===== src/hdl/emgt_pkg.sv =====
`timescale 1ns / 1ps

package emgt_pkg;

    // default build widths
    localparam int SAMPLE_BITS_DEF   = 12;
    localparam int FRACTION_BITS_DEF = 8;
    localparam int RUN_BITS_DEF      = 8;

    // register file widths
    localparam int LEVEL_CFG_W = 12;
    localparam int GAIN_W      = 16;
    localparam int COUNT_CFG_W = 8;
    localparam int CFG_DATA_W  = 16;
    localparam int CFG_IDX_W   = 3;

    // gain is q1.15
    localparam int GAIN_FRAC = 15;
    localparam logic [GAIN_W-1:0] GAIN_ONE = 16'h8000;

    // register reset values
    localparam logic [LEVEL_CFG_W-1:0] TRIGGER_LEVEL_RST      = 12'd2200;
    localparam logic [LEVEL_CFG_W-1:0] RELEASE_LEVEL_RST      = 12'd1800;
    localparam logic [GAIN_W-1:0]      SMOOTHING_GAIN_RST     = 16'd3277;
    localparam logic [COUNT_CFG_W-1:0] SAMPLES_TO_TRIGGER_RST = 8'd2;
    localparam logic [COUNT_CFG_W-1:0] SAMPLES_TO_RELEASE_RST = 8'd3;

    typedef enum logic [1:0] {
        KIND_SAMPLE = 2'd0,
        KIND_START  = 2'd1,
        KIND_STOP   = 2'd2
    } emgt_kind_t;

    typedef enum logic [CFG_IDX_W-1:0] {
        REG_TRIGGER_LEVEL      = 3'd0,
        REG_RELEASE_LEVEL      = 3'd1,
        REG_SMOOTHING_GAIN     = 3'd2,
        REG_SAMPLES_TO_TRIGGER = 3'd3,
        REG_SAMPLES_TO_RELEASE = 3'd4
    } emgt_reg_t;

    typedef struct packed {
        logic [LEVEL_CFG_W-1:0] trigger_level;
        logic [LEVEL_CFG_W-1:0] release_level;
        logic [GAIN_W-1:0]      smoothing_gain;
        logic [COUNT_CFG_W-1:0] samples_to_trigger;
        logic [COUNT_CFG_W-1:0] samples_to_release;
    } emgt_cfg_t;

endpackage


===== src/hdl/emgt_if.sv =====
`timescale 1ns / 1ps

interface emgt_item_if
    import emgt_pkg::*;
#(
    parameter int SAMPLE_BITS = SAMPLE_BITS_DEF
);
    logic                   valid;
    logic                   ready;
    logic [1:0]             kind;
    logic [SAMPLE_BITS-1:0] sample;

    modport source (output valid, output kind, output sample, input ready);
    modport sink   (input valid, input kind, input sample, output ready);
endinterface

interface emgt_result_if
    import emgt_pkg::*;
#(
    parameter int SAMPLE_BITS   = SAMPLE_BITS_DEF,
    parameter int FRACTION_BITS = FRACTION_BITS_DEF
);
    logic                                 valid;
    logic                                 ready;
    logic [SAMPLE_BITS-1:0]               raw_echo;
    logic [SAMPLE_BITS+FRACTION_BITS-1:0] smoothed_level;
    logic                                 active;

    modport source (output valid, output raw_echo, output smoothed_level, output active,
                    input ready);
    modport sink   (input valid, input raw_echo, input smoothed_level, input active,
                    output ready);
endinterface


===== src/hdl/emgt_cfg.sv =====
`timescale 1ns / 1ps

module emgt_cfg
    import emgt_pkg::*;
(
    input  logic                  clk,
    input  logic                  rst_n,
    input  logic                  cfg_we,
    input  logic [CFG_IDX_W-1:0]  cfg_index,
    input  logic [CFG_DATA_W-1:0] cfg_wdata,
    output emgt_cfg_t             cfg
);

    emgt_cfg_t cfg_reg;
    emgt_cfg_t cfg_next;

    always_comb
    begin
        cfg_next = cfg_reg;
        if (cfg_we)
        begin
            unique case (emgt_reg_t'(cfg_index))
                REG_TRIGGER_LEVEL:      cfg_next.trigger_level = cfg_wdata[LEVEL_CFG_W-1:0];
                REG_RELEASE_LEVEL:      cfg_next.release_level = cfg_wdata[LEVEL_CFG_W-1:0];
                REG_SMOOTHING_GAIN:     cfg_next.smoothing_gain = cfg_wdata[GAIN_W-1:0];
                REG_SAMPLES_TO_TRIGGER:
                    cfg_next.samples_to_trigger = cfg_wdata[COUNT_CFG_W-1:0];
                REG_SAMPLES_TO_RELEASE:
                    cfg_next.samples_to_release = cfg_wdata[COUNT_CFG_W-1:0];
                // unmapped index, write ignored
                default:                cfg_next = cfg_reg;
            endcase
        end
    end

    always_ff @(posedge clk or negedge rst_n)
    begin
        if (!rst_n)
        begin
            cfg_reg.trigger_level      <= TRIGGER_LEVEL_RST;
            cfg_reg.release_level      <= RELEASE_LEVEL_RST;
            cfg_reg.smoothing_gain     <= SMOOTHING_GAIN_RST;
            cfg_reg.samples_to_trigger <= SAMPLES_TO_TRIGGER_RST;
            cfg_reg.samples_to_release <= SAMPLES_TO_RELEASE_RST;
        end
        else
        begin
            cfg_reg <= cfg_next;
        end
    end

    assign cfg = cfg_reg;

endmodule


===== src/hdl/emgt_core.sv =====
`timescale 1ns / 1ps

module emgt_core
    import emgt_pkg::*;
#(
    parameter int SAMPLE_BITS   = SAMPLE_BITS_DEF,
    parameter int FRACTION_BITS = FRACTION_BITS_DEF,
    parameter int RUN_BITS      = RUN_BITS_DEF
)
(
    input  logic                                 clk,
    input  logic                                 rst_n,
    input  logic                                 step,
    input  emgt_kind_t                           kind,
    input  logic [SAMPLE_BITS-1:0]               sample,
    input  emgt_cfg_t                            cfg,
    output logic                                 produce,
    output logic [SAMPLE_BITS+FRACTION_BITS-1:0] level_new,
    output logic                                 fired_new
);

    localparam int LEVEL_W = SAMPLE_BITS + FRACTION_BITS;
    localparam int DIFF_W  = LEVEL_W + 1;
    localparam int PROD_W  = GAIN_W + 1 + DIFF_W;
    localparam int SUM_W   = PROD_W + 1;
    localparam int THR_W   = LEVEL_CFG_W + FRACTION_BITS;
    localparam int CMP_W   = (LEVEL_W > THR_W) ? LEVEL_W : THR_W;
    localparam int CNT_W   = (RUN_BITS > COUNT_CFG_W) ? RUN_BITS : COUNT_CFG_W;
    localparam logic [RUN_BITS-1:0] RUN_MAX = '1;

    logic                running_reg;
    logic                running_next;
    logic [LEVEL_W-1:0]  level_reg;
    logic [LEVEL_W-1:0]  level_next;
    logic [RUN_BITS-1:0] above_run_reg;
    logic [RUN_BITS-1:0] above_run_next;
    logic [RUN_BITS-1:0] below_run_reg;
    logic [RUN_BITS-1:0] below_run_next;
    logic                fired_reg;
    logic                fired_next;

    logic [GAIN_W-1:0]        gain;
    logic [LEVEL_W-1:0]       scaled;
    logic signed [DIFF_W-1:0] diff;
    logic signed [PROD_W-1:0] prod;
    logic signed [SUM_W-1:0]  base;
    logic signed [SUM_W-1:0]  sum;
    logic [CMP_W-1:0]         level_cmp;
    logic [CMP_W-1:0]         trig_cmp;
    logic [CMP_W-1:0]         rel_cmp;
    logic [RUN_BITS-1:0]      above_inc;
    logic [RUN_BITS-1:0]      below_inc;
    logic [RUN_BITS-1:0]      above_new;
    logic [RUN_BITS-1:0]      below_new;

    // level + g*(s - level), floored; equals the blended form exactly
    always_comb
    begin
        gain   = (cfg.smoothing_gain > GAIN_ONE) ? GAIN_ONE : cfg.smoothing_gain;
        scaled = {sample, {FRACTION_BITS{1'b0}}};
        diff   = $signed({1'b0, scaled}) - $signed({1'b0, level_reg});
        prod   = $signed({1'b0, gain}) * diff;
        base   = SUM_W'($signed({1'b0, level_reg, {GAIN_FRAC{1'b0}}}));
        sum    = base + SUM_W'(prod);
        level_new = sum[GAIN_FRAC +: LEVEL_W];
    end

    // hysteresis band and run counters
    always_comb
    begin
        level_cmp = CMP_W'(level_new);
        trig_cmp  = CMP_W'({cfg.trigger_level, {FRACTION_BITS{1'b0}}});
        rel_cmp   = CMP_W'({cfg.release_level, {FRACTION_BITS{1'b0}}});
        above_inc = (above_run_reg == RUN_MAX) ? RUN_MAX : above_run_reg + 1'b1;
        below_inc = (below_run_reg == RUN_MAX) ? RUN_MAX : below_run_reg + 1'b1;
        if (level_cmp >= trig_cmp)
        begin
            above_new = above_inc;
            below_new = '0;
        end
        else if (level_cmp <= rel_cmp)
        begin
            above_new = '0;
            below_new = below_inc;
        end
        else
        begin
            above_new = '0;
            below_new = '0;
        end

        if (!fired_reg && (CNT_W'(above_new) >= CNT_W'(cfg.samples_to_trigger)))
            fired_new = 1'b1;
        else if (fired_reg && (CNT_W'(below_new) >= CNT_W'(cfg.samples_to_release)))
            fired_new = 1'b0;
        else
            fired_new = fired_reg;
    end

    assign produce = (kind == KIND_SAMPLE) && running_reg;

    always_comb
    begin
        running_next   = running_reg;
        level_next     = level_reg;
        above_run_next = above_run_reg;
        below_run_next = below_run_reg;
        fired_next     = fired_reg;
        if (step)
        begin
            unique case (kind)
                KIND_START:
                begin
                    running_next   = 1'b1;
                    above_run_next = '0;
                    below_run_next = '0;
                    fired_next     = 1'b0;
                end
                KIND_STOP:
                begin
                    running_next   = 1'b0;
                    above_run_next = '0;
                    below_run_next = '0;
                    fired_next     = 1'b0;
                end
                KIND_SAMPLE:
                begin
                    if (running_reg)
                    begin
                        level_next     = level_new;
                        above_run_next = above_new;
                        below_run_next = below_new;
                        fired_next     = fired_new;
                    end
                end
                // reserved kind, no effect
                default:
                begin
                    running_next = running_reg;
                end
            endcase
        end
    end

    always_ff @(posedge clk or negedge rst_n)
    begin
        if (!rst_n)
        begin
            running_reg   <= 1'b0;
            level_reg     <= '0;
            above_run_reg <= '0;
            below_run_reg <= '0;
            fired_reg     <= 1'b0;
        end
        else
        begin
            running_reg   <= running_next;
            level_reg     <= level_next;
            above_run_reg <= above_run_next;
            below_run_reg <= below_run_next;
            fired_reg     <= fired_next;
        end
    end

endmodule


===== src/hdl/emg_envelope_trigger.sv =====
`timescale 1ns / 1ps
// pipeline: a sample transaction is held in the input register, then moves to the result register
// when the result register is free or being drained
// throughput: one transaction per cycle while the result side is not stalled; the filter update,
// thresholds and counters are combinational between the input register and the result register
// reset: rst_n asynchronous active low; stopped, level zero, counters and flag clear,
// registers back to their default values, both pipeline stages empty

module emg_envelope_trigger
    import emgt_pkg::*;
#(
    parameter int SAMPLE_BITS   = SAMPLE_BITS_DEF,
    parameter int FRACTION_BITS = FRACTION_BITS_DEF,
    parameter int RUN_BITS      = RUN_BITS_DEF
)
(
    input  logic                  clk,
    input  logic                  rst_n,
    emgt_item_if.sink             item,
    emgt_result_if.source         result,
    input  logic                  cfg_we,
    input  logic [CFG_IDX_W-1:0]  cfg_index,
    input  logic [CFG_DATA_W-1:0] cfg_wdata
);

    localparam int LEVEL_W = SAMPLE_BITS + FRACTION_BITS;

    emgt_cfg_t cfg;

    // input stage
    logic                   in_valid_reg;
    logic                   in_valid_next;
    emgt_kind_t             in_kind_reg;
    logic [SAMPLE_BITS-1:0] in_sample_reg;

    // result stage
    logic                   out_valid_reg;
    logic                   out_valid_next;
    logic [SAMPLE_BITS-1:0] out_raw_reg;
    logic [LEVEL_W-1:0]     out_level_reg;
    logic                   out_active_reg;

    logic               advance;
    logic               step;
    logic               item_take;
    logic               produce;
    logic [LEVEL_W-1:0] level_new;
    logic               fired_new;

    emgt_cfg u_cfg (
        .clk       (clk),
        .rst_n     (rst_n),
        .cfg_we    (cfg_we),
        .cfg_index (cfg_index),
        .cfg_wdata (cfg_wdata),
        .cfg       (cfg)
    );

    emgt_core #(
        .SAMPLE_BITS   (SAMPLE_BITS),
        .FRACTION_BITS (FRACTION_BITS),
        .RUN_BITS      (RUN_BITS)
    ) u_core (
        .clk       (clk),
        .rst_n     (rst_n),
        .step      (step),
        .kind      (in_kind_reg),
        .sample    (in_sample_reg),
        .cfg       (cfg),
        .produce   (produce),
        .level_new (level_new),
        .fired_new (fired_new)
    );

    // the pipe moves whenever the result register is empty or being drained
    assign advance    = !out_valid_reg || result.ready;
    // the input register frees as soon as its item is processed
    assign item.ready = !in_valid_reg || advance;
    assign item_take  = item.valid && item.ready;
    // state update happens when the held transaction moves on
    assign step       = in_valid_reg && advance;

    always_comb
    begin
        in_valid_next = in_valid_reg;
        if (item.ready)
            in_valid_next = item.valid;
    end

    // only samples taken while running leave a result
    always_comb
    begin
        out_valid_next = out_valid_reg;
        if (advance)
            out_valid_next = step && produce;
    end

    always_ff @(posedge clk or negedge rst_n)
    begin
        if (!rst_n)
        begin
            in_valid_reg  <= 1'b0;
            out_valid_reg <= 1'b0;
        end
        else
        begin
            in_valid_reg  <= in_valid_next;
            out_valid_reg <= out_valid_next;
        end
    end

    // payload registers, no reset needed
    always_ff @(posedge clk)
    begin
        if (item_take)
        begin
            in_kind_reg   <= emgt_kind_t'(item.kind);
            in_sample_reg <= item.sample;
        end
        if (step && produce)
        begin
            out_raw_reg    <= in_sample_reg;
            out_level_reg  <= level_new;
            out_active_reg <= fired_new;
        end
    end

    assign result.valid          = out_valid_reg;
    assign result.raw_echo       = out_raw_reg;
    assign result.smoothed_level = out_level_reg;
    assign result.active         = out_active_reg;

endmodule


===== src/flat_wrapper.sv =====
// flat-port wrapper written by rule: the top's interface ports become plain ports
module emg_envelope_trigger_flat import emgt_pkg::*;
#(
    parameter int SAMPLE_BITS   = SAMPLE_BITS_DEF,
    parameter int FRACTION_BITS = FRACTION_BITS_DEF,
    parameter int RUN_BITS      = RUN_BITS_DEF
)
  (clk, rst_n, cfg_we, cfg_index, cfg_wdata, item_valid, item_kind, item_sample, item_ready, result_valid, result_raw_echo, result_smoothed_level, result_active, result_ready);
  emgt_item_if #(.SAMPLE_BITS(SAMPLE_BITS)) item_i ();
  emgt_result_if #(.SAMPLE_BITS(SAMPLE_BITS), .FRACTION_BITS(FRACTION_BITS)) result_i ();
  input  logic clk;
  input  logic rst_n;
  input  logic cfg_we;
  input  logic [CFG_IDX_W-1:0] cfg_index;
  input  logic [CFG_DATA_W-1:0] cfg_wdata;
  input wire logic [$bits(item_i.valid)-1:0] item_valid;
  input wire logic [$bits(item_i.kind)-1:0] item_kind;
  input wire logic [$bits(item_i.sample)-1:0] item_sample;
  output wire logic [$bits(item_i.ready)-1:0] item_ready;
  output wire logic [$bits(result_i.valid)-1:0] result_valid;
  output wire logic [$bits(result_i.raw_echo)-1:0] result_raw_echo;
  output wire logic [$bits(result_i.smoothed_level)-1:0] result_smoothed_level;
  output wire logic [$bits(result_i.active)-1:0] result_active;
  input wire logic [$bits(result_i.ready)-1:0] result_ready;
  assign item_i.valid = item_valid;
  assign item_i.kind = item_kind;
  assign item_i.sample = item_sample;
  assign item_ready = item_i.ready;
  assign result_valid = result_i.valid;
  assign result_raw_echo = result_i.raw_echo;
  assign result_smoothed_level = result_i.smoothed_level;
  assign result_active = result_i.active;
  assign result_i.ready = result_ready;
  emg_envelope_trigger #(.SAMPLE_BITS(SAMPLE_BITS), .FRACTION_BITS(FRACTION_BITS), .RUN_BITS(RUN_BITS)) u_core (.clk(clk), .rst_n(rst_n), .item(item_i), .result(result_i), .cfg_we(cfg_we), .cfg_index(cfg_index), .cfg_wdata(cfg_wdata));
endmodule

===== config.mk =====
export PLATFORM = sky130hd
export DESIGN_NAME = emg_envelope_trigger_flat
export DESIGN_NICKNAME = d
export VERILOG_FILES = /design/src/hdl/emgt_pkg.sv /design/src/hdl/emgt_if.sv /design/src/hdl/emgt_cfg.sv /design/src/hdl/emgt_core.sv /design/src/hdl/emg_envelope_trigger.sv /design/src/flat_wrapper.sv
export SDC_FILE = /design/constraint.sdc
export NUM_CORES = 1
export LEC_CHECK = 0
export CAP_MARGIN = 15
export CORE_MARGIN = 5
export CORE_UTILIZATION = 45
export DETAILED_ROUTE_END_ITERATION = 6
export DONT_BUFFER_PORTS = 1
export PLACE_DENSITY = 0.63
export SETUP_SLACK_MARGIN = 0.5
export SYNTH_ARGS = -nofsm -noshare
export SYNTH_HDL_FRONTEND = slang
export SYNTH_SLANG_ARGS = --single-unit

===== constraint.sdc =====
create_clock -name clk -period 28.8 [get_ports clk]
set_input_delay 2.88 -clock clk [delete_from_list [all_inputs] [get_ports clk]]
set_output_delay 2.88 -clock clk [all_outputs]
set_load 0.005 [all_outputs]

==> results, run 1 <==
- The post-synth net total is 2686.
- The worst hold path belongs to the class reg -> reg.
- Entering global routing, the biggest net connects 97 pins.
- Counting instances, the worst hold path has a depth of 0.
- The mean instance size in the synthesized netlist is 9.17 um^2.
- Clock tree synthesis selected as its root buffer the cell clkbuf_16.
- From bottom edge to top edge, the die measures 219 um.
- The signal arrival time at the worst endpoint is 14100 ps.
- The port buffer count is 0.
- The combined area of all synthesized cells is 19700 um^2.
- The count of warnings emitted by yosys is 0.
- Dividing the detail-routed wire length by the instance count gives 19.8 um.
- The number of enable-type register cells in the synthesized netlist is 47.
- The floorplan step defined a die boundary enclosing 48200 um^2.
- The insertion delay to the later sink of the worst-skew pair is 430 ps.
- STA classifies the critical path endpoint as a flop.
- The register with the most flip-flops in the layout has 56 of them.
- The largest stage delay on the critical path is 990 ps.
- The number of DRC violations after detailed-routing iteration 0 is 959.
- Synthesis handed over a netlist of 2153 instances.
- The worst endpoint required time is 29070 ps.
- The placed wire-length estimate is 43000 um.
- The final number of hold-violating endpoints is 0.
- In the post-synthesis netlist, the biggest area contributors are fa_1 (34%), inv_1 (10%), dfrtp_1 (9.9%).
- Timing would allow up to 0.0723 GHz.
- The all-layer global routing usage is 0.236.
- The wire length of the first global-routing pass is 85900 um.
- Of the cells placed in the final design, the portion with a size suffix greater than 1 is 0.0575.
- TritonCTS created 17 clock buffers.
- The flow ran to the end, and the final reports show no timing, DRC or antenna violations.
- The share of the synthesized area in the top cell type is 0.345.
- Clock tree synthesis found a total of 143 sinks.
- The slew at the pin with the worst max-slew slack is 1230 ps.
- The final layout contains routed wiring with a total length of 54300 um.
- For this run, asynchronously set or reset flops after synthesis account for 0.671.
- Summed over all layers, the global routing overflow is 0.
- Between clock sinks in the finished design, the worst skew comes to 14.2 ps.
- The residual antenna-violating net count after detailed routing is 0.
- The library cell appearing most often on the critical path is fa_1.
- The maximum net fanout on the critical path is 14.
- Measured against its own limit, the worst slew margin works out to 0.175.
- For this configuration, the core starts out at a cell density of 0.456.
- In this run the post-CTS setup repair buffer count came out at 0.
- The commonest cells after synthesis are inv_1 (537), fa_1 (340), nor2_1 (238).
- The number of antenna violations at the first check in global routing is 0.
- The via count of the first global-routing pass is 15100.
- Pin placement for this block handled 73 I/O pins.
- The overall die width is 219 um.
- The cell type contributing the most total cell area after synthesis is fa_1.
- The placer congestion estimate is 0.936.
- Across all layers, the routed design uses 14400 vias.
- The number of different library cells used by synthesis comes to 65.
- The minimum clock period is 13830 ps.
- The number of H-tree levels is 4.
- The startpoint class of the critical path is a flop.
- The first-pass iteration count of the detailed router is 6.
- Counting flops and latches in the post-synthesis netlist gives 143.
- Setup repair after global routing left no endpoint under its margin.
- The total setup violations reported at the end of the flow is 0.
- The synthesis-to-layout area growth is 6.74%.
- Using the TritonRoute via totals, the vias-per-cell ratio works out to 5.25.
- The tool flagged a number of max-cap violations equal to 0.
- The part of the Yosys area used for sequential elements is 0.194.
- The clock-pin slew on the worst setup and hold paths is 70 ps.
- In this run the deepest clock path goes through 2 buffers.
- The share of the cycle needed by the critical path after routing is 0.480.
- Measured in cells, the most critical reg-to-reg path has a length of 46.
- Row generation in the floorplan step produced 76 rows.
- Among all cell types in the netlist, the one instantiated most often is inv_1.
- TritonCTS built the clock tree.
- Adding up every negative setup slack in the final design gives 0 ps.
- The max-slew violation total from the final report is 0.
- The number of gates resized after CTS is 0.
- The net count of the finished layout is 2676.
- By startpoint and endpoint, the worst setup path is classified as reg -> reg.
- The core region is 43300 um^2.
- The cell with the largest stage delay on the worst path is xor2_1.
- The predominant post-synthesis flop cell is dfrtp_1.
- The count of unresolved DRC violations after routing is 0.
- The hold buffer count at CTS is 0.
==> final cells by class <==
class	instances	area (um^2)
clock inverters	10	78.8
well taps	585	732
flip-flops and latches	143	3840
inverters	538	2020
repair buffers	29	218
clock buffers	22	489
fillers	4113	22200
multi-input cells	1414	13700
diodes	1	2.50
==> cell families (layout without fill, tap and decap cells) <==
kind of cell	after synthesis	after routing	share of synthesized area
other	0	1	0
flip-flops	143	143	0.194
AND/OR/NAND/NOR	602	602	0.131
multiplexers	33	33	0.0187
AO/OA/AOI/OAI	212	212	0.0676
XOR/XNOR	72	72	0.0319
adder cells (fa/ha/maj)	495	495	0.443
buffers and inverters	596	599	0.114
==> cell usage in the layout, fill, tap and decap left out, types with 4 or more instances in the layout <==
cell type  count
a211oi_1       4
o21ai_0       75
a22o_1         7
clkinv_4       5
or3_1          6
mux2_2        31
nand2_1      230
a21oi_1       44
dfstp_2       18
inv_1        536
edfxtp_1      47
a21o_1        27
o2111ai_1      4
nor2_1       238
nand4_1        7
o211ai_1       6
and2_1        11
nand2b_1      13
o21bai_1       4
a31oi_1        5
buf_4         29
fa_1         340
xnor2_1       48
nor2b_1       13
xor2_1        21
and3_1         7
clkbuf_16     18
nor4_1         6
o21a_1         5
nand3_1       26
dfrtp_1       78
ha_1         155
nor3_1        20
or4_1          5
==> metal layers <==
metal	global-route usage	vias up	share of wire
li1	-	6526	-
met1	0.311	7306	0.41
met2	0.393	463	0.49
met3	0.0410	104	0.061
met4	0.0856	0	0.037
met5	0	-	0
==> per-stage QoR <==
stage                     hold WS [ps]  std cells  utilization  cell area, um^2  setup WS [ps]
after floorplan                    431       2153            -            19700          16610
after global routing               493       2741        0.487            21100          14170
after CTS                          466       2740        0.487            21100          15110
final                              473       2742        0.487            21100          14970
after detailed placement           459       2708        0.474            20500          15210
after global placement             439       2708        0.474            20500          15610
==> critical path, delay by kind of cell, from the launching register on <==
family | cells | cell delay, ps
compound gates | 14 | 3440
xor+xnor | 3 | 1480
fa+ha+maj | 10 | 4280
buf+inv | 5 | 560
flops | 1 | 520
simple gates | 14 | 3410
==> path summary, 6_finish.rpt <==
kind                                                              from                             endpoint  slack (ps)
min in group asynchronous                                        rst_n     u_core.u_cfg.cfg[38]$_DFFE_PN0P_        2140
max in group asynchronous                                        rst_n     u_core.u_cfg.cfg[22]$_DFFE_PN1P_       26410
worst min register to register       u_core.in_sample_reg[0]$_DFFE_PP_  u_core.result.raw_echo[0]$_DFFE_PP_         470
worst min-delay path                 u_core.in_sample_reg[0]$_DFFE_PP_  u_core.result.raw_echo[0]$_DFFE_PP_         470
worst max register to register  u_core.u_core.level_reg[0]$_DFFE_PN0P_       u_core.result.active$_DFFE_PP_       14970
worst max-delay path            u_core.u_core.level_reg[0]$_DFFE_PN0P_       u_core.result.active$_DFFE_PP_       14970
Power of run 1 is left out: the tool's default activity adds up to more than one toggle a clock period on the data nets, which glitch-free logic cannot reach.
==> run 2, diff against run 1 <==
==> constraint.sdc (replaced) <==
create_clock -name clk -period 13.3 [get_ports clk]
set_input_delay 1.33 -clock clk [delete_from_list [all_inputs] [get_ports clk]]
set_output_delay 1.33 -clock clk [all_outputs]
set_load 0.005 [all_outputs]
==> run 2 against run 1 <==
  * Register-to-register slack got worse by 14000 ps
  * Final area rose by 2.0%
  * Routed wire length fell by 0.56%
  * Non-clock buffer count rose by 31
  * Clock-buffer cell count fell by 5
  * Utilization rose by 0.97 points
  * Critical path depth rose by 1
  * Flip-flop and latch count did not move
  * Critical path type unchanged
  * Largest cell class unchanged
  * Global-route usage fell by 0.13 points
==> results, run 2 (synthesized netlist as in run 1, its figures left out) <==
- The critical register-to-register path startpoint is u_core.u_core.level_reg[0]$_DFFE_PN0P_.
- The total setup violations reported at the end of the flow is 0.
- Summed over all layers, the routed wires come to 54000 um.
- The final route contains 14500 vias.
- The library cell appearing most often on the critical path is fa_1.
- Of the cells placed in the final design, the portion with a size suffix greater than 1 is 0.0818.
- The library cell used most frequently in the layout, excluding fill and tap cells, is inv_1.
- The minimum clock period is 12240 ps.
- Entering global routing, the biggest net connects 97 pins.
- The port buffer count is 0.
- In this run, the number of DRC markers left after iteration 0 of detailed routing was 1090.
- The number of ports placed on the die boundary is 73.
- The height of the die is 219 um.
- The core utilization of the finished layout is 0.497.
- The number of buffers and inverters on the critical path is 6.
- The wire length of the first global-routing pass is 86500 um.
- The worst endpoint required time is 13580 ps.
- Derived from the worst setup path, the maximum achievable clock frequency is 0.0817 GHz.
- The startpoint class of the critical path is a flop.
- For this configuration, the core starts out at a cell density of 0.456.
- The master cell of the clock root buffer is clkbuf_16.
- Adding up every negative setup slack in the final design gives 0 ps.
- The CTS sink count is 143.
- The final cell count without fillers is 2773.
- Timing analysis after detailed placement gives a worst setup slack of 407 ps.
- Routability-driven placement finished with a final weighted congestion of 0.906.
- After layout, the worst setup slack is 1060 ps.
- The residual antenna-violating net count after detailed routing is 0.
- At the end of the flow, the number of nets in the layout was 2707.
- The overall die width is 219 um.
- The worst slew margin relative to its limit is 0.245.
- The critical path is of the reg -> reg type.
- In the layout the commonest cells are inv_1 (536), fa_1 (339), nor2_1 (234), nand2_1 (230), ha_1 (151).
- The kind of cell adding the most delay to the critical path is adder cells.
- The number of antenna violations at the first check in global routing is 0.
- The share of the cycle needed by the critical path after routing is 0.921.
- In the routed layout, each cell is associated on average with a via count of 5.21.
- The maximum net fanout on the critical path is 14.
- The die outline area is 48200 um^2.
- The routed wire length per instance is 19.5 um.
- Clock tree synthesis inserted a total of 17 buffers.
- The via count of the first global-routing pass is 15700.
- After legalization and detailed placement, the total HPWL measured 43800 um.
- For this run, the slowest stage of the critical path takes 600 ps.
- For this run, design rule violations remaining after detail routing come to 0.
- Counting the fill cells in the layout gives 4092.
- The worst setup path is captured at a flop.
- The cell with the largest stage delay on the worst path is or4_4.
- The first TritonRoute pass finished after 5 iterations.
- The placeable core region is 43300 um^2.
- In the global route stage, overall resource usage came out at 0.234.
- The clock tree synthesis step divided the H-tree into 4 levels.
- The class of the most critical hold timing path is reg -> reg.
- The number of flip-flops in the largest register is 56.
- Summing all multi-input logic gate instances after layout gives 13900 um^2.
- The clock-pin slew on the worst setup and hold paths is 70 ps.
- The count of placed standard cells including taps is 2737.
- The sequential cells in the finished layout cover a total of 3840 um^2.
- The number of standard-cell rows in the floorplan is 76.
- The slew at the pin with the worst max-slew slack is 1130 ps.
- After global routing the overflow that remains totals 0.
- The post-route clock skew is 14.1 ps.
- STA puts the critical path data arrival time at 12530 ps.
- The TritonCTS clock tree is built.
- Setup repair after global routing left no endpoint under its margin.
- The run finished with clean final reports.
- The launching instance or port of the critical path is u_core.u_core.level_reg[0]$_DFFE_PN0P_.
- The synthesis-to-layout area growth is 8.86%.
- The number of buffers on the longest clock path is 2.
- The reported max-cap violation count is 0.
- The final number of hold-violating endpoints was 0.
- In this run the most critical hold path is launched from u_core.in_sample_reg[9]$_DFFE_PP_.
- The max-slew violation total from the final report is 0.
- Clock latency on the worst-skew pair, taken at its later pin, is 440 ps.
-- run 2: cell count changes in the layout (fill, tap and decap cells not counted), sizes merged --
cell and change:
clkinvlp +3, bufinv +1, clkinv -6, buf +31
inv +7, clkbuf -5
-- run 2: through the flow --
stage          hold WS, ps  instance area, um^2
6_report               483                21500
5_1_grt                498                21500
4_1_cts                475                21300
3_5_place_dp           460                20700
3_3_place_gp           460                20700
2_1_floorplan          431                19700
-- run 2: final timing paths --
kind | endpoint | slack (ps) | cells after the start
worst max-delay path | u_core.result.active$_DFFE_PP_ | 1060 | 47
worst min-delay path | u_core.result.raw_echo[9]$_DFFE_PP_ | 480 | 0
worst max register to register | u_core.result.active$_DFFE_PP_ | 1060 | 47
worst min register to register | u_core.result.raw_echo[9]$_DFFE_PP_ | 480 | 0
max in group asynchronous | u_core.u_cfg.cfg[27]$_DFFE_PN1P_ | 12470 | 0
min in group asynchronous | u_core.u_core.level_reg[17]$_DFFE_PN0P_ | 580 | 0
-- run 2: repair_timing --
action	4_1_cts	5_1_grt
gates resized for setup	4	33
setup endpoints to repair	2	2
hold buffers	0	0
pin swaps	0	2
buffers inserted	0	2
-- run 2: final cells by class --
class                   count  area share
repair buffers             60      0.0208
diodes                      1    0.000116
inverters                 538      0.0940
clock buffers              17      0.0198
well taps                 585      0.0341
multi-input cells        1414       0.645
clock inverters            15     0.00757
flip-flops and latches    143       0.179
-- run 2: layer usage --
layer  global-route usage  part of all wire  vias to the layer above
li1                     -                 -                     6583
met1                0.302              0.41                     7309
met2                0.385              0.48                      453
met3               0.0556             0.071                      115
met4               0.0894             0.041                        0
met5                    0                 0                        -
-- run 2: worst reg2reg max path: cells and delay by family (launching register included) --
kind	cells	cell delay (ps)
AO/OA/AOI/OAI	15	3150
buffers and inverters	6	620
AND/OR/NAND/NOR	15	3570
XOR/XNOR	2	300
adder cells (fa/ha/maj)	9	4090
flip-flops	1	380
Power of run 2 is left out for the same reason.
